--- src/rtl/ocp_pkg.sv ---
// ----------------------------------------------------------------------------
// Overflow-checked power package
// Widths, payload types and the command and status bundles that pass
// between the controller and the datapath.
// ----------------------------------------------------------------------------
package ocp_pkg;

	localparam int DATA_WIDTH = 64;
	localparam int HALF_WIDTH = (DATA_WIDTH + 1) / 2;
	localparam int OPND_WIDTH = 2 * HALF_WIDTH;
	localparam int PROD_WIDTH = 4 * HALF_WIDTH;

	typedef struct packed {
		logic [DATA_WIDTH-1:0] base_value;
		logic [DATA_WIDTH-1:0] exponent;
		logic [DATA_WIDTH-1:0] limit;
		logic                  overflow_in;
	} operands_t;

	typedef struct packed {
		logic [DATA_WIDTH-1:0] power;
		logic                  overflow_out;
	} result_t;

	typedef struct packed {
		logic load;
		logic mul_start;
		logic sqr_sel;
		logic mul_apply;
		logic sqr_apply;
		logic shift;
		logic capture;
	} dp_cmd_t;

	typedef struct packed {
		logic flag;
		logic exp_zero;
		logic exp_bit0;
		logic exp_high_zero;
		logic mul_done;
	} dp_status_t;

endpackage

--- src/rtl/ocp_mult.sv ---
// ----------------------------------------------------------------------------
// Iterative full-width multiplier
// Forms the double-width product from four half-width partial products,
// one per cycle, and accumulates them into the product register.
// ----------------------------------------------------------------------------
module ocp_mult import ocp_pkg::*; (
	input  logic                  clk,
	input  logic                  arst_n,
	input  logic                  start,
	input  logic [DATA_WIDTH-1:0] a,
	input  logic [DATA_WIDTH-1:0] b,
	output logic                  done,
	output logic [PROD_WIDTH-1:0] product
);

	localparam logic [2:0] LAST_PHASE = 3'd4;

	logic [OPND_WIDTH-1:0] a_q;
	logic [OPND_WIDTH-1:0] b_q;
	logic [2:0]            phase_q;
	logic                  run_q;
	logic                  done_q;
	logic                  pv_s1;
	logic [OPND_WIDTH-1:0] pp_s1;
	logic [1:0]            weight_s1;
	logic [PROD_WIDTH-1:0] prod_q;
	logic [HALF_WIDTH-1:0] a_half;
	logic [HALF_WIDTH-1:0] b_half;
	logic [PROD_WIDTH-1:0] pp_wide;
	logic [PROD_WIDTH-1:0] pp_shifted;

	assign a_half  = phase_q[0] ? a_q[OPND_WIDTH-1:HALF_WIDTH] : a_q[HALF_WIDTH-1:0];
	assign b_half  = phase_q[1] ? b_q[OPND_WIDTH-1:HALF_WIDTH] : b_q[HALF_WIDTH-1:0];
	assign pp_wide = PROD_WIDTH'(pp_s1);

	always_comb begin
		case (weight_s1)
			2'd0:    pp_shifted = pp_wide;
			2'd1:    pp_shifted = pp_wide << HALF_WIDTH;
			2'd2:    pp_shifted = pp_wide << (2 * HALF_WIDTH);
			default: pp_shifted = '0;
		endcase
	end

	always_ff @(posedge clk or negedge arst_n) begin
		if (!arst_n) begin
			run_q   <= 1'b0;
			phase_q <= '0;
			pv_s1   <= 1'b0;
			done_q  <= 1'b0;
		end else begin
			done_q <= run_q && (phase_q == LAST_PHASE);
			pv_s1  <= run_q && (phase_q != LAST_PHASE);
			if (start) begin
				run_q   <= 1'b1;
				phase_q <= '0;
			end else if (run_q) begin
				if (phase_q == LAST_PHASE) begin
					run_q <= 1'b0;
				end
				phase_q <= phase_q + 3'd1;
			end
		end
	end

	always_ff @(posedge clk) begin
		pp_s1     <= {{HALF_WIDTH{1'b0}}, a_half} * {{HALF_WIDTH{1'b0}}, b_half};
		weight_s1 <= {1'b0, phase_q[0]} + {1'b0, phase_q[1]};
		if (start) begin
			a_q    <= OPND_WIDTH'(a);
			b_q    <= OPND_WIDTH'(b);
			prod_q <= '0;
		end else if (pv_s1) begin
			prod_q <= prod_q + pp_shifted;
		end
	end

	assign done    = done_q;
	assign product = prod_q;

endmodule

--- src/rtl/ocp_datapath.sv ---
// ----------------------------------------------------------------------------
// Overflow-checked power datapath
// Holds the running base, product, exponent and limit, the overflow flags
// and the result register, and shares one multiplier between the checked
// multiply and the squaring.
// ----------------------------------------------------------------------------
module ocp_datapath import ocp_pkg::*; (
	input  logic       clk,
	input  logic       arst_n,
	input  operands_t  operands,
	input  dp_cmd_t    cmd,
	output dp_status_t status,
	output result_t    result
);

	logic [DATA_WIDTH-1:0] base_q;
	logic [DATA_WIDTH-1:0] exp_q;
	logic [DATA_WIDTH-1:0] limit_q;
	logic [DATA_WIDTH-1:0] acc_q;
	logic                  flag_q;
	logic                  sq_over_q;
	result_t               result_q;
	logic [DATA_WIDTH-1:0] mul_a;
	logic                  mul_done;
	logic [PROD_WIDTH-1:0] product;
	logic                  prod_over;

	assign mul_a = cmd.sqr_sel ? base_q : acc_q;

	ocp_mult u_mult (
		.clk     (clk),
		.arst_n  (arst_n),
		.start   (cmd.mul_start),
		.a       (mul_a),
		.b       (base_q),
		.done    (mul_done),
		.product (product)
	);

	// The exact product exceeds the limit when any high bit is set or the
	// low word is above it.
	assign prod_over = (product[PROD_WIDTH-1:DATA_WIDTH] != '0)
		|| (product[DATA_WIDTH-1:0] > limit_q);

	always_ff @(posedge clk or negedge arst_n) begin
		if (!arst_n) begin
			flag_q    <= 1'b0;
			sq_over_q <= 1'b0;
		end else if (cmd.load) begin
			flag_q    <= operands.overflow_in;
			sq_over_q <= 1'b0;
		end else begin
			if (cmd.mul_apply) begin
				flag_q <= flag_q | sq_over_q | prod_over;
			end
			if (cmd.sqr_apply) begin
				sq_over_q <= sq_over_q | prod_over;
			end
		end
	end

	always_ff @(posedge clk) begin
		if (cmd.load) begin
			base_q  <= operands.base_value;
			exp_q   <= operands.exponent;
			limit_q <= operands.limit;
			acc_q   <= DATA_WIDTH'(1);
		end else begin
			if (cmd.mul_apply) begin
				acc_q <= product[DATA_WIDTH-1:0];
			end
			if (cmd.sqr_apply) begin
				base_q <= product[DATA_WIDTH-1:0];
			end
			if (cmd.shift) begin
				exp_q <= exp_q >> 1;
			end
		end
		if (cmd.capture) begin
			result_q.power        <= acc_q;
			result_q.overflow_out <= flag_q;
		end
	end

	assign status.flag          = flag_q;
	assign status.exp_zero      = (exp_q == '0);
	assign status.exp_bit0      = exp_q[0];
	assign status.exp_high_zero = (exp_q[DATA_WIDTH-1:1] == '0);
	assign status.mul_done      = mul_done;
	assign result               = result_q;

endmodule

--- src/rtl/ocp_ctrl.sv ---
// ----------------------------------------------------------------------------
// Overflow-checked power controller
// Sequences the square-and-multiply steps over the exponent bits and runs
// the input and output handshakes.
// ----------------------------------------------------------------------------
module ocp_ctrl import ocp_pkg::*; (
	input  logic       clk,
	input  logic       arst_n,
	input  logic       operands_valid,
	output logic       operands_stall,
	output logic       result_valid,
	input  logic       result_stall,
	input  dp_status_t status,
	output dp_cmd_t    cmd
);

	localparam logic [2:0] ST_IDLE   = 3'd0;
	localparam logic [2:0] ST_CHECK  = 3'd1;
	localparam logic [2:0] ST_MUL    = 3'd2;
	localparam logic [2:0] ST_SQ     = 3'd3;
	localparam logic [2:0] ST_SQR    = 3'd4;
	localparam logic [2:0] ST_FINISH = 3'd5;

	logic [2:0] state_q;
	logic [2:0] state_d;
	logic       out_valid_q;
	logic       out_free;

	assign out_free = !out_valid_q || !result_stall;

	always_comb begin
		state_d = state_q;
		cmd     = '0;
		case (state_q)
			ST_IDLE: begin
				if (operands_valid) begin
					cmd.load = 1'b1;
					state_d  = ST_CHECK;
				end
			end
			ST_CHECK: begin
				if (status.flag || status.exp_zero) begin
					state_d = ST_FINISH;
				end else if (status.exp_bit0) begin
					cmd.mul_start = 1'b1;
					state_d       = ST_MUL;
				end else begin
					state_d = ST_SQ;
				end
			end
			ST_MUL: begin
				if (status.mul_done) begin
					cmd.mul_apply = 1'b1;
					state_d       = ST_SQ;
				end
			end
			ST_SQ: begin
				if (status.flag || status.exp_high_zero) begin
					cmd.shift = 1'b1;
					state_d   = ST_CHECK;
				end else begin
					cmd.mul_start = 1'b1;
					cmd.sqr_sel   = 1'b1;
					state_d       = ST_SQR;
				end
			end
			ST_SQR: begin
				cmd.sqr_sel = 1'b1;
				if (status.mul_done) begin
					cmd.sqr_apply = 1'b1;
					cmd.shift     = 1'b1;
					state_d       = ST_CHECK;
				end
			end
			ST_FINISH: begin
				if (out_free) begin
					cmd.capture = 1'b1;
					state_d     = ST_IDLE;
				end
			end
			default: begin
				state_d = ST_IDLE;
			end
		endcase
	end

	always_ff @(posedge clk or negedge arst_n) begin
		if (!arst_n) begin
			state_q     <= ST_IDLE;
			out_valid_q <= 1'b0;
		end else begin
			state_q <= state_d;
			if (cmd.capture) begin
				out_valid_q <= 1'b1;
			end else if (!result_stall) begin
				out_valid_q <= 1'b0;
			end
		end
	end

	assign operands_stall = (state_q != ST_IDLE);
	assign result_valid   = out_valid_q;

endmodule

--- src/rtl/overflow_checked_power.sv ---
// ----------------------------------------------------------------------------
// Overflow-checked power
// Raises a base to an exponent by square-and-multiply, low exponent bit
// first, and flags when a product exceeds the given limit.
// ----------------------------------------------------------------------------
// The loop squares for each exponent bit up to the highest set bit and multiplies
// for each set bit, the top bit skipping its squaring; overflow ends the loop early.
// A stalled result holds the block in its finish state. One transfer is taken at a
// time, the next only once the last result is captured; the multiplier is shared,
// and a transfer is taken while a result waits.
// Reset clears the controller and the output valid; no result is pending.
module overflow_checked_power import ocp_pkg::*; (
	input  logic      clk,
	input  logic      arst_n,
	input  operands_t operands,
	input  logic      operands_valid,
	output logic      operands_stall,
	output result_t   result,
	output logic      result_valid,
	input  logic      result_stall
);

	dp_cmd_t    cmd;
	dp_status_t status;

	ocp_ctrl u_ctrl (
		.clk            (clk),
		.arst_n         (arst_n),
		.operands_valid (operands_valid),
		.operands_stall (operands_stall),
		.result_valid   (result_valid),
		.result_stall   (result_stall),
		.status         (status),
		.cmd            (cmd)
	);

	ocp_datapath u_datapath (
		.clk      (clk),
		.arst_n   (arst_n),
		.operands (operands),
		.cmd      (cmd),
		.status   (status),
		.result   (result)
	);

	// The multiplier only finishes while an item is in work.
	assert property (@(posedge clk) disable iff (!arst_n)
		status.mul_done |-> operands_stall)
		else $error("multiplier finished while the block was idle");

	// A new result only appears after the block was busy with an item.
	assert property (@(posedge clk) disable iff (!arst_n)
		$rose(result_valid) |-> $past(operands_stall))
		else $error("result appeared without an item in work");

	// An accepted transfer makes the block busy in the next cycle.
	assert property (@(posedge clk) disable iff (!arst_n)
		(operands_valid && !operands_stall) |=> operands_stall)
		else $error("block did not start work after a transfer");

	// A capture never shares a cycle with a multiply start or a load.
	assert property (@(posedge clk) disable iff (!arst_n)
		cmd.capture |-> !cmd.mul_start && !cmd.load)
		else $error("capture overlapped other datapath commands");

endmodule
--- config.mk ---
export PLATFORM = sky130hd
export DESIGN_NAME = overflow_checked_power
export DESIGN_NICKNAME = d
export VERILOG_FILES = /design/src/rtl/ocp_pkg.sv /design/src/rtl/ocp_mult.sv /design/src/rtl/ocp_datapath.sv /design/src/rtl/ocp_ctrl.sv /design/src/rtl/overflow_checked_power.sv
export SDC_FILE = /design/constraint.sdc
export NUM_CORES = 2
export LEC_CHECK = 0
export BUFFER_PORTS_ARGS = -buffer_cell sky130_fd_sc_hd__buf_2
export CAP_MARGIN = 10
export CORE_ASPECT_RATIO = 0.75
export CORE_MARGIN = 2
export CORE_UTILIZATION = 50
export DETAILED_ROUTE_END_ITERATION = 8
export HOLD_SLACK_MARGIN = 0.12
export PLACE_DENSITY = 0.77
export SLEW_MARGIN = 20
export SYNTH_ARGS = -nofsm -noshare
export SYNTH_HDL_FRONTEND = slang
export SYNTH_HIERARCHICAL = 1
export SYNTH_SLANG_ARGS = --single-unit
--- constraint.sdc ---
create_clock -name clk -period 14.9 [get_ports clk]
set_input_delay 2.235 -clock clk [delete_from_list [all_inputs] [get_ports clk]]
set_output_delay 2.235 -clock clk [all_outputs]
set_load 0.01 [all_outputs]
; Yosys cells after proc, flatten, opt, wreduce, memory -nomap -nowiden
; Index checks and enable logic that the tools add are counted.
; W data, S select, Z words.
[word_totals]
memories = 0
out_inout_bits = 67
in_bits = 197
ff_bits = 655
latchBits = 0
ramBits = 0
romBits = 0
elab_cells = 102
[classes]
n_reduce_logical = 19
n_addsub = 3
n_lt_le_gt_ge = 1
shifts = 0
mul = 1
n_bitwise = 3
n_eq_ne = 14
div_mod_pow = 0
muxes = 42
[op_table]
columns = op, n
row1 = $pmux W128 S3, 1
row2 = $mux W64, 5
row3 = $add A128 B128 Y128, 1
row4 = $gt A64 B64 Y1, 1
row5 = $logic_not A64 Y1, 1
row6 = $mul A32 B32 Y64, 1
row7 = $mux W32, 2
row8 = $reduce_bool A64 Y1, 1
row9 = $logic_not A63 Y1, 1
row10 = $mux W3, 8
row11 = $mux W1, 20
row12 = $pmux W3 S6, 1
row13 = $eq A3 B3 Y1 const B, 3
row14 = $ne A2 B1 Y1 const B, 4
row15 = $reduce_bool A2 Y1, 4
row16 = $eq A3 B2 Y1 const B, 2
row17 = $pmux W1 S2, 3
row18 = $logic_or A1 B1 Y1, 4
row19 = $mux W2, 2
row20 = $reduce_and A4 Y1, 1
row21 = $add A3 B1 Y3 const B, 1
row22 = $eq A3 B1 Y1 const B, 1
row23 = $logic_not A3 Y1, 1
row24 = $ne A3 B3 Y1 const B, 1
row25 = other kinds (9), 13

; Logic depth before layout (Yosys ltp)
[depth]
word_depth = 6
mapped_depth = 36
depth_no_buf = 31

; By module
; Netlist, hierarchy kept.
[modules_own_cells]
columns = module, area_per_inst_um2, cells_each, n_inst, seq_area_each_um2
row1 = ocp_mult, 51983.6, 5875, 1, 7877.6
row2 = ocp_datapath, 14197.4, 969, 1, 9048.7
row3 = ocp_ctrl, 327.8, 43, 1, 100.1

; Worst setup path before layout
; OpenSTA, ideal clock, no wires.
[synth_timing]
path_kind = reg-to-reg
startpoint = register u_datapath.exp_q[63]
endpoint = register u_datapath.u_mult.prod_q[110] (netlist: u_datapath/u_mult/product[110])
path_stages_with_launch = 14
path_slack_ps = 3770
setup_ps = 127
path_buffers = 3
arrival_time_ps = 11003
path_cell_list = edfxtp_1 -> nor4_1 -> nand4_1 -> nor4_1 -> nor2b_1 -> nor2_1 -> a21oi_1 -> nor3_1 -> clkbuf_1 -> nand2b_1 -> clkbuf_1 -> clkbuf_1 -> nor3_1 -> or3_1
[synth_rtl]
columns = item, line
row1 = start: declaration, ocp_datapath.sv:17  ; logic [DATA_WIDTH-1:0] exp_q;
row2 = start signal: assignment, ocp_datapath.sv:65  ; exp_q <= operands.exponent;
row3 = start signal: assignment, ocp_datapath.sv:76  ; exp_q <= exp_q >> 1;
row4 = end signal: assignment, ocp_mult.sv:74  ; prod_q <= prod_q + pp_shifted;
row5 = end: declaration, ocp_mult.sv:26  ; logic [PROD_WIDTH-1:0] prod_q;

; Worst setup path in the final report
[layout_timing]
startpoint = register u_datapath.u_mult.phase_q[0]
endpoint = register u_datapath.u_mult.pp_s1[62]
[layout_between]
elab_chain_cells = 2
[layout_rtl]
columns = item, line
row1 = start: declaration, ocp_mult.sv:20  ; logic [2:0] phase_q;
row2 = start signal: assignment, ocp_mult.sv:61  ; phase_q <= phase_q + 3'd1;
row3 = $mux W32, ocp_mult.sv:32  ; assign a_half = phase_q[0] ? a_q[OPND_WIDTH-1:HALF_WIDTH] : a_q[HALF_WIDTH-1:0];
row4 = $mul A32 B32 Y64, ocp_mult.sv:67  ; pp_s1 <= {{HALF_WIDTH{1'b0}}, a_half} * {{HALF_WIDTH{1'b0}}, b_half};
row5 = end signal: assignment, ocp_mult.sv:67
row6 = end: declaration, ocp_mult.sv:24  ; logic [OPND_WIDTH-1:0] pp_s1;
; Every way passes these cells.
; A chain may end at the register's enable or synchronous reset.

==> metrics.md <==
| Metric | Value |
|---|---|
| Worst Hold Class | `reg -> reg` |
| Post-synth top area share | `0.270` |
| Critical Path RT | `15.45 ns` |
| Via density | `6.08` |
| Fin. max-slew vios | `0` |
| Final hold slack | `0.446 ns` |
| Finished Core Util | `0.545` |
| Worst-Skew Late Latency | `0.67 ns` |
| Post-CTS Resized | `0` |
| Die Area | `136,000 µm²` |
| Initial DRC Count | `6,674` |
| Clk slew on worst S/H paths | `0.07 ns` |
| Setup-failing EPs final | `0` |
| Status | `finished, final reports clean` |
| Largest area contributor in the synthesized netlist | `fa_1` |
| CTS tree | `built` |
| CTS H-tree depth | `2` |
| Worst clock skew | `0.0314 ns` |
| Ys flop type | `edfxtp_1` |
| Total gr overflow | `0` |
| Max Clock Freq | `96.5 MHz` |
| Top post-synthesis cells by area | `fa_1 27%, edfxtp_1 17%, ha_1 8.6%` |
| Post-Synth XOR/XNOR Area | `0.0238` |
| Combinational family with the most area after synthesis | `adder cells` |
| CP Max Fanout | `37` |
| Sequential fraction of the synthesis area | `0.256` |
| Post-DR wirelength/cell | `26.1 µm` |
| Post-route cell area | `71,700 µm²` |
| Setup tns final | `0 ns` |
| Nets | `8,514` |
| Mux contribution to synthesized area | `0.0763` |
| Post-place instance area | `69,700 µm²` |
| # clock sinks | `655` |
| Synth Area in Compound Gates | `0.0816` |
| Met3 wire length | `32,800 µm` |
| Top post-synthesis cells by count | `1,011 x inv_1, 902 x nor2_1, 897 x fa_1, 676 x nand2_1, 456 x ha_1` |
| Worst slew pin tran | `1.26 ns` |
| Syn Inst Count | `6,887` |
| Residual DRC | `0` |
| RSZ-0062 raised after global routing | `false` |
| Met2 WL | `96,000 µm` |
| I/O Buffers | `263` |
| Top layer used by detailed routing | `met5` |
| WL final | `229,000 µm` |
| Post-route ant nets | `0` |
| Pre-Repair DR Iteration Count | `6` |
| Peak VDD IR | `0.0968 mV` |
| I/O pins | `264` |
| Yosys warns | `6` |
| Total clock buffers created by CTS | `57` |
| Share of cells above drive strength 1 | `0.112` |
| Area of the core | `132,000 µm²` |
| Area grow syn2layout | `7.77%` |
| Die height | `320 µm` |
| Number of max-cap violations | `0` |
| Final worst-path cycle share | `0.696` |
| HPWL Detailed | `181,000 µm` |
| GRT Resource Usage Total | `0.339` |
| Clock buffer depth | `3` |
| Post-CTS setup buffer count | `0` |
| Post-synth ARST share | `0.0183` |
| Crit start category | `flip-flop` |
| Critical path endpoint category | `flip-flop` |
| Top-count cell post-synth | `inv_1` |
| Pleak | `32.3 nW` |
| Synthesized Nets | `8,437` |
| DRT met1 WL | `89,500 µm` |
| Synth cell types | `90` |
| Pin count of the biggest net entering global routing | `82` |
| Post-synth EDFFs | `385` |
| Die width | `425 µm` |
| Min Tclk post-route | `10.37 ns` |
| #FFs+latches synth | `655` |
| Initial antenna violation count | `19` |
| Initial Util | `0.506` |
| Post-CTS Hold Fix Bufs | `0` |
| Adder-cell share of the synthesized area | `0.356` |
| Power Density | `49.7 nW/µm²` |
| Vias | `53,400` |
| Max-slew headroom | `0.151` |
| CP arrival | `10.91 ns` |
| Post-synthesis simple-gate area fraction | `0.129` |
| Avg Inst Size Synth | `9.66 µm²` |
| Final GP Congestion | `1.01` |
| First-pass GRT wire length | `343,000 µm` |
| Final Hold Vio Count | `0` |
| FP Rows | `115` |
| Vias in the first global route | `53,900` |
| Synthesized area | `66,500 µm²` |
| Worst Setup Path Type | `reg -> reg` |
| CTS root buf | `clkbuf_16` |
where the power goes:
part	leakage (nW)	total (mW)	internal, mW	switching [mW]
combinational	25.6	0.0403	0.0229	0.0174
clock	0.961	1.60	0.862	0.737
sequential	5.76	1.92	1.91	0.0141
worst max-delay path, cell delays in order (launching register included):
cell	delay, ns
dfrtp_4	0.82
buf_4	0.65
mux2i_4	0.91
nor2_1	0.18
fa_1	0.58
inv_1	0.05
fa_1	0.50
fa_1	0.44
fa_1	0.54
inv_1	0.05
fa_1	0.48
fa_1	0.57
fa_1	0.43
fa_1	0.44
ha_1	0.40
a21o_1	0.21
a211oi_1	0.25
o21ai_0	0.21
a31oi_1	0.35
nor2_1	0.09
o31ai_1	0.92
o31a_1	0.35
o21ai_0	0.15
a31oi_1	0.29
o211ai_1	0.17
xor2_1	0.16
metrics by stage:
step / std cells / setup WS [ns] / power (mW)
final: 8777 / 4.53 / 3.56
after detailed placement: 8660 / 4.77 / 2.00
after global routing: 8770 / 4.21 / 3.64
after global placement: 8660 / 4.90 / 2.00
after CTS: 8767 / 4.73 / 3.57
after floorplan: 6887 / 3.77 / 1.96
worst paths after layout:
check                                             start                      endpoint  slack [ns]  depth (start not counted)
setup reg to reg           u_datapath/u_mult/phase_q[0]   u_datapath/u_mult/pp_s1[62]        4.53                         25
hold / removal                     u_datapath/base_q[8]      u_datapath/u_mult/b_q[8]        0.45                          0
max in group asynchronous                        arst_n  u_datapath/u_mult/phase_q[1]       13.05                          1
min in group asynchronous                        arst_n        u_datapath/u_mult/done        1.50                          1
hold reg to reg                    u_datapath/base_q[8]      u_datapath/u_mult/b_q[8]        0.45                          0
setup / recovery           u_datapath/u_mult/phase_q[0]   u_datapath/u_mult/pp_s1[62]        4.53                         25
layer usage:
metal	vias to the layer above	global-route usage
li1	22600	-
met1	26500	0.463
met2	3539	0.493
met3	726	0.121
met4	12	0.124
met5	-	0.00993
kinds of logic after synthesis:
kind of cell,after synthesis
adder cells (fa/ha/maj),1353
XOR/XNOR,181
multiplexers,475
buffers and inverters,1353
AND/OR/NAND/NOR,2011
AO/OA/AOI/OAI,859
flip-flops,655
cells in the final DEF (no fill, tap or decap), drive strengths merged, types with 11 or more instances in the layout:
cell    netlist  layout
dfrtp        12      12
clkbuf      289      79
or4          11      11
xnor2       117     117
fa          897     897
nand2b       23      23
nand2       676     676
a21o         90      90
inv        1011    1019
clkinv        0      13
nor3         45      45
o211ai       14      14
dfxtp       258     258
xor2         64      64
mux2i       221     221
nand4        99      99
a21oi       291     291
or3          13      13
nor4         42      42
or2          12      12
o31ai        11      11
nor2b        31      31
mux2        254     254
o21ai       208     208
a31oi        24      24
a211oi       19      19
nor2        902     902
ha          456     456
edfxtp      385     385
nand3        43      43
o21a         26      26
o21bai       46      46
and2         72      72
a21boi       12      12
a22o         36      36
and3         17      17
buf          53     360
final cells by class:
class	count	area [µm²]
fillers	11500	59800
multi-input cells	4879	44600
flip-flops and latches	655	17000
inverters	1011	3790
well taps	1755	2200
repair buffers	360	2040
clock buffers	79	1630
clock inverters	28	330
diodes	10	25.0
registers in the layout (all words and copies together), names as in the netlist:
| signal | count |
|---|---|
| u_datapath/u_mult/product | 128 |
| u_datapath/base_q | 64 |
| u_datapath/sq_over_q | 1 |
| u_datapath/u_mult/pv_s1 | 1 |
| u_datapath/acc_q | 64 |
| u_ctrl/result_valid | 1 |
| u_datapath/u_mult/pp_s1 | 64 |
| u_ctrl/state_q | 3 |
| u_datapath/u_mult/a_q | 64 |
| u_datapath/u_mult/run_q | 1 |
| u_datapath/limit_q | 64 |
| u_datapath/flag_q | 1 |
| u_datapath/u_mult/weight_s1 | 2 |
| u_datapath/u_mult/done | 1 |
| u_datapath/exp_q | 64 |
| u_datapath/u_mult/phase_q | 3 |
| u_datapath/u_mult/b_q | 64 |
| u_datapath/result | 65 |
Power figures use the tool's default switching activity.
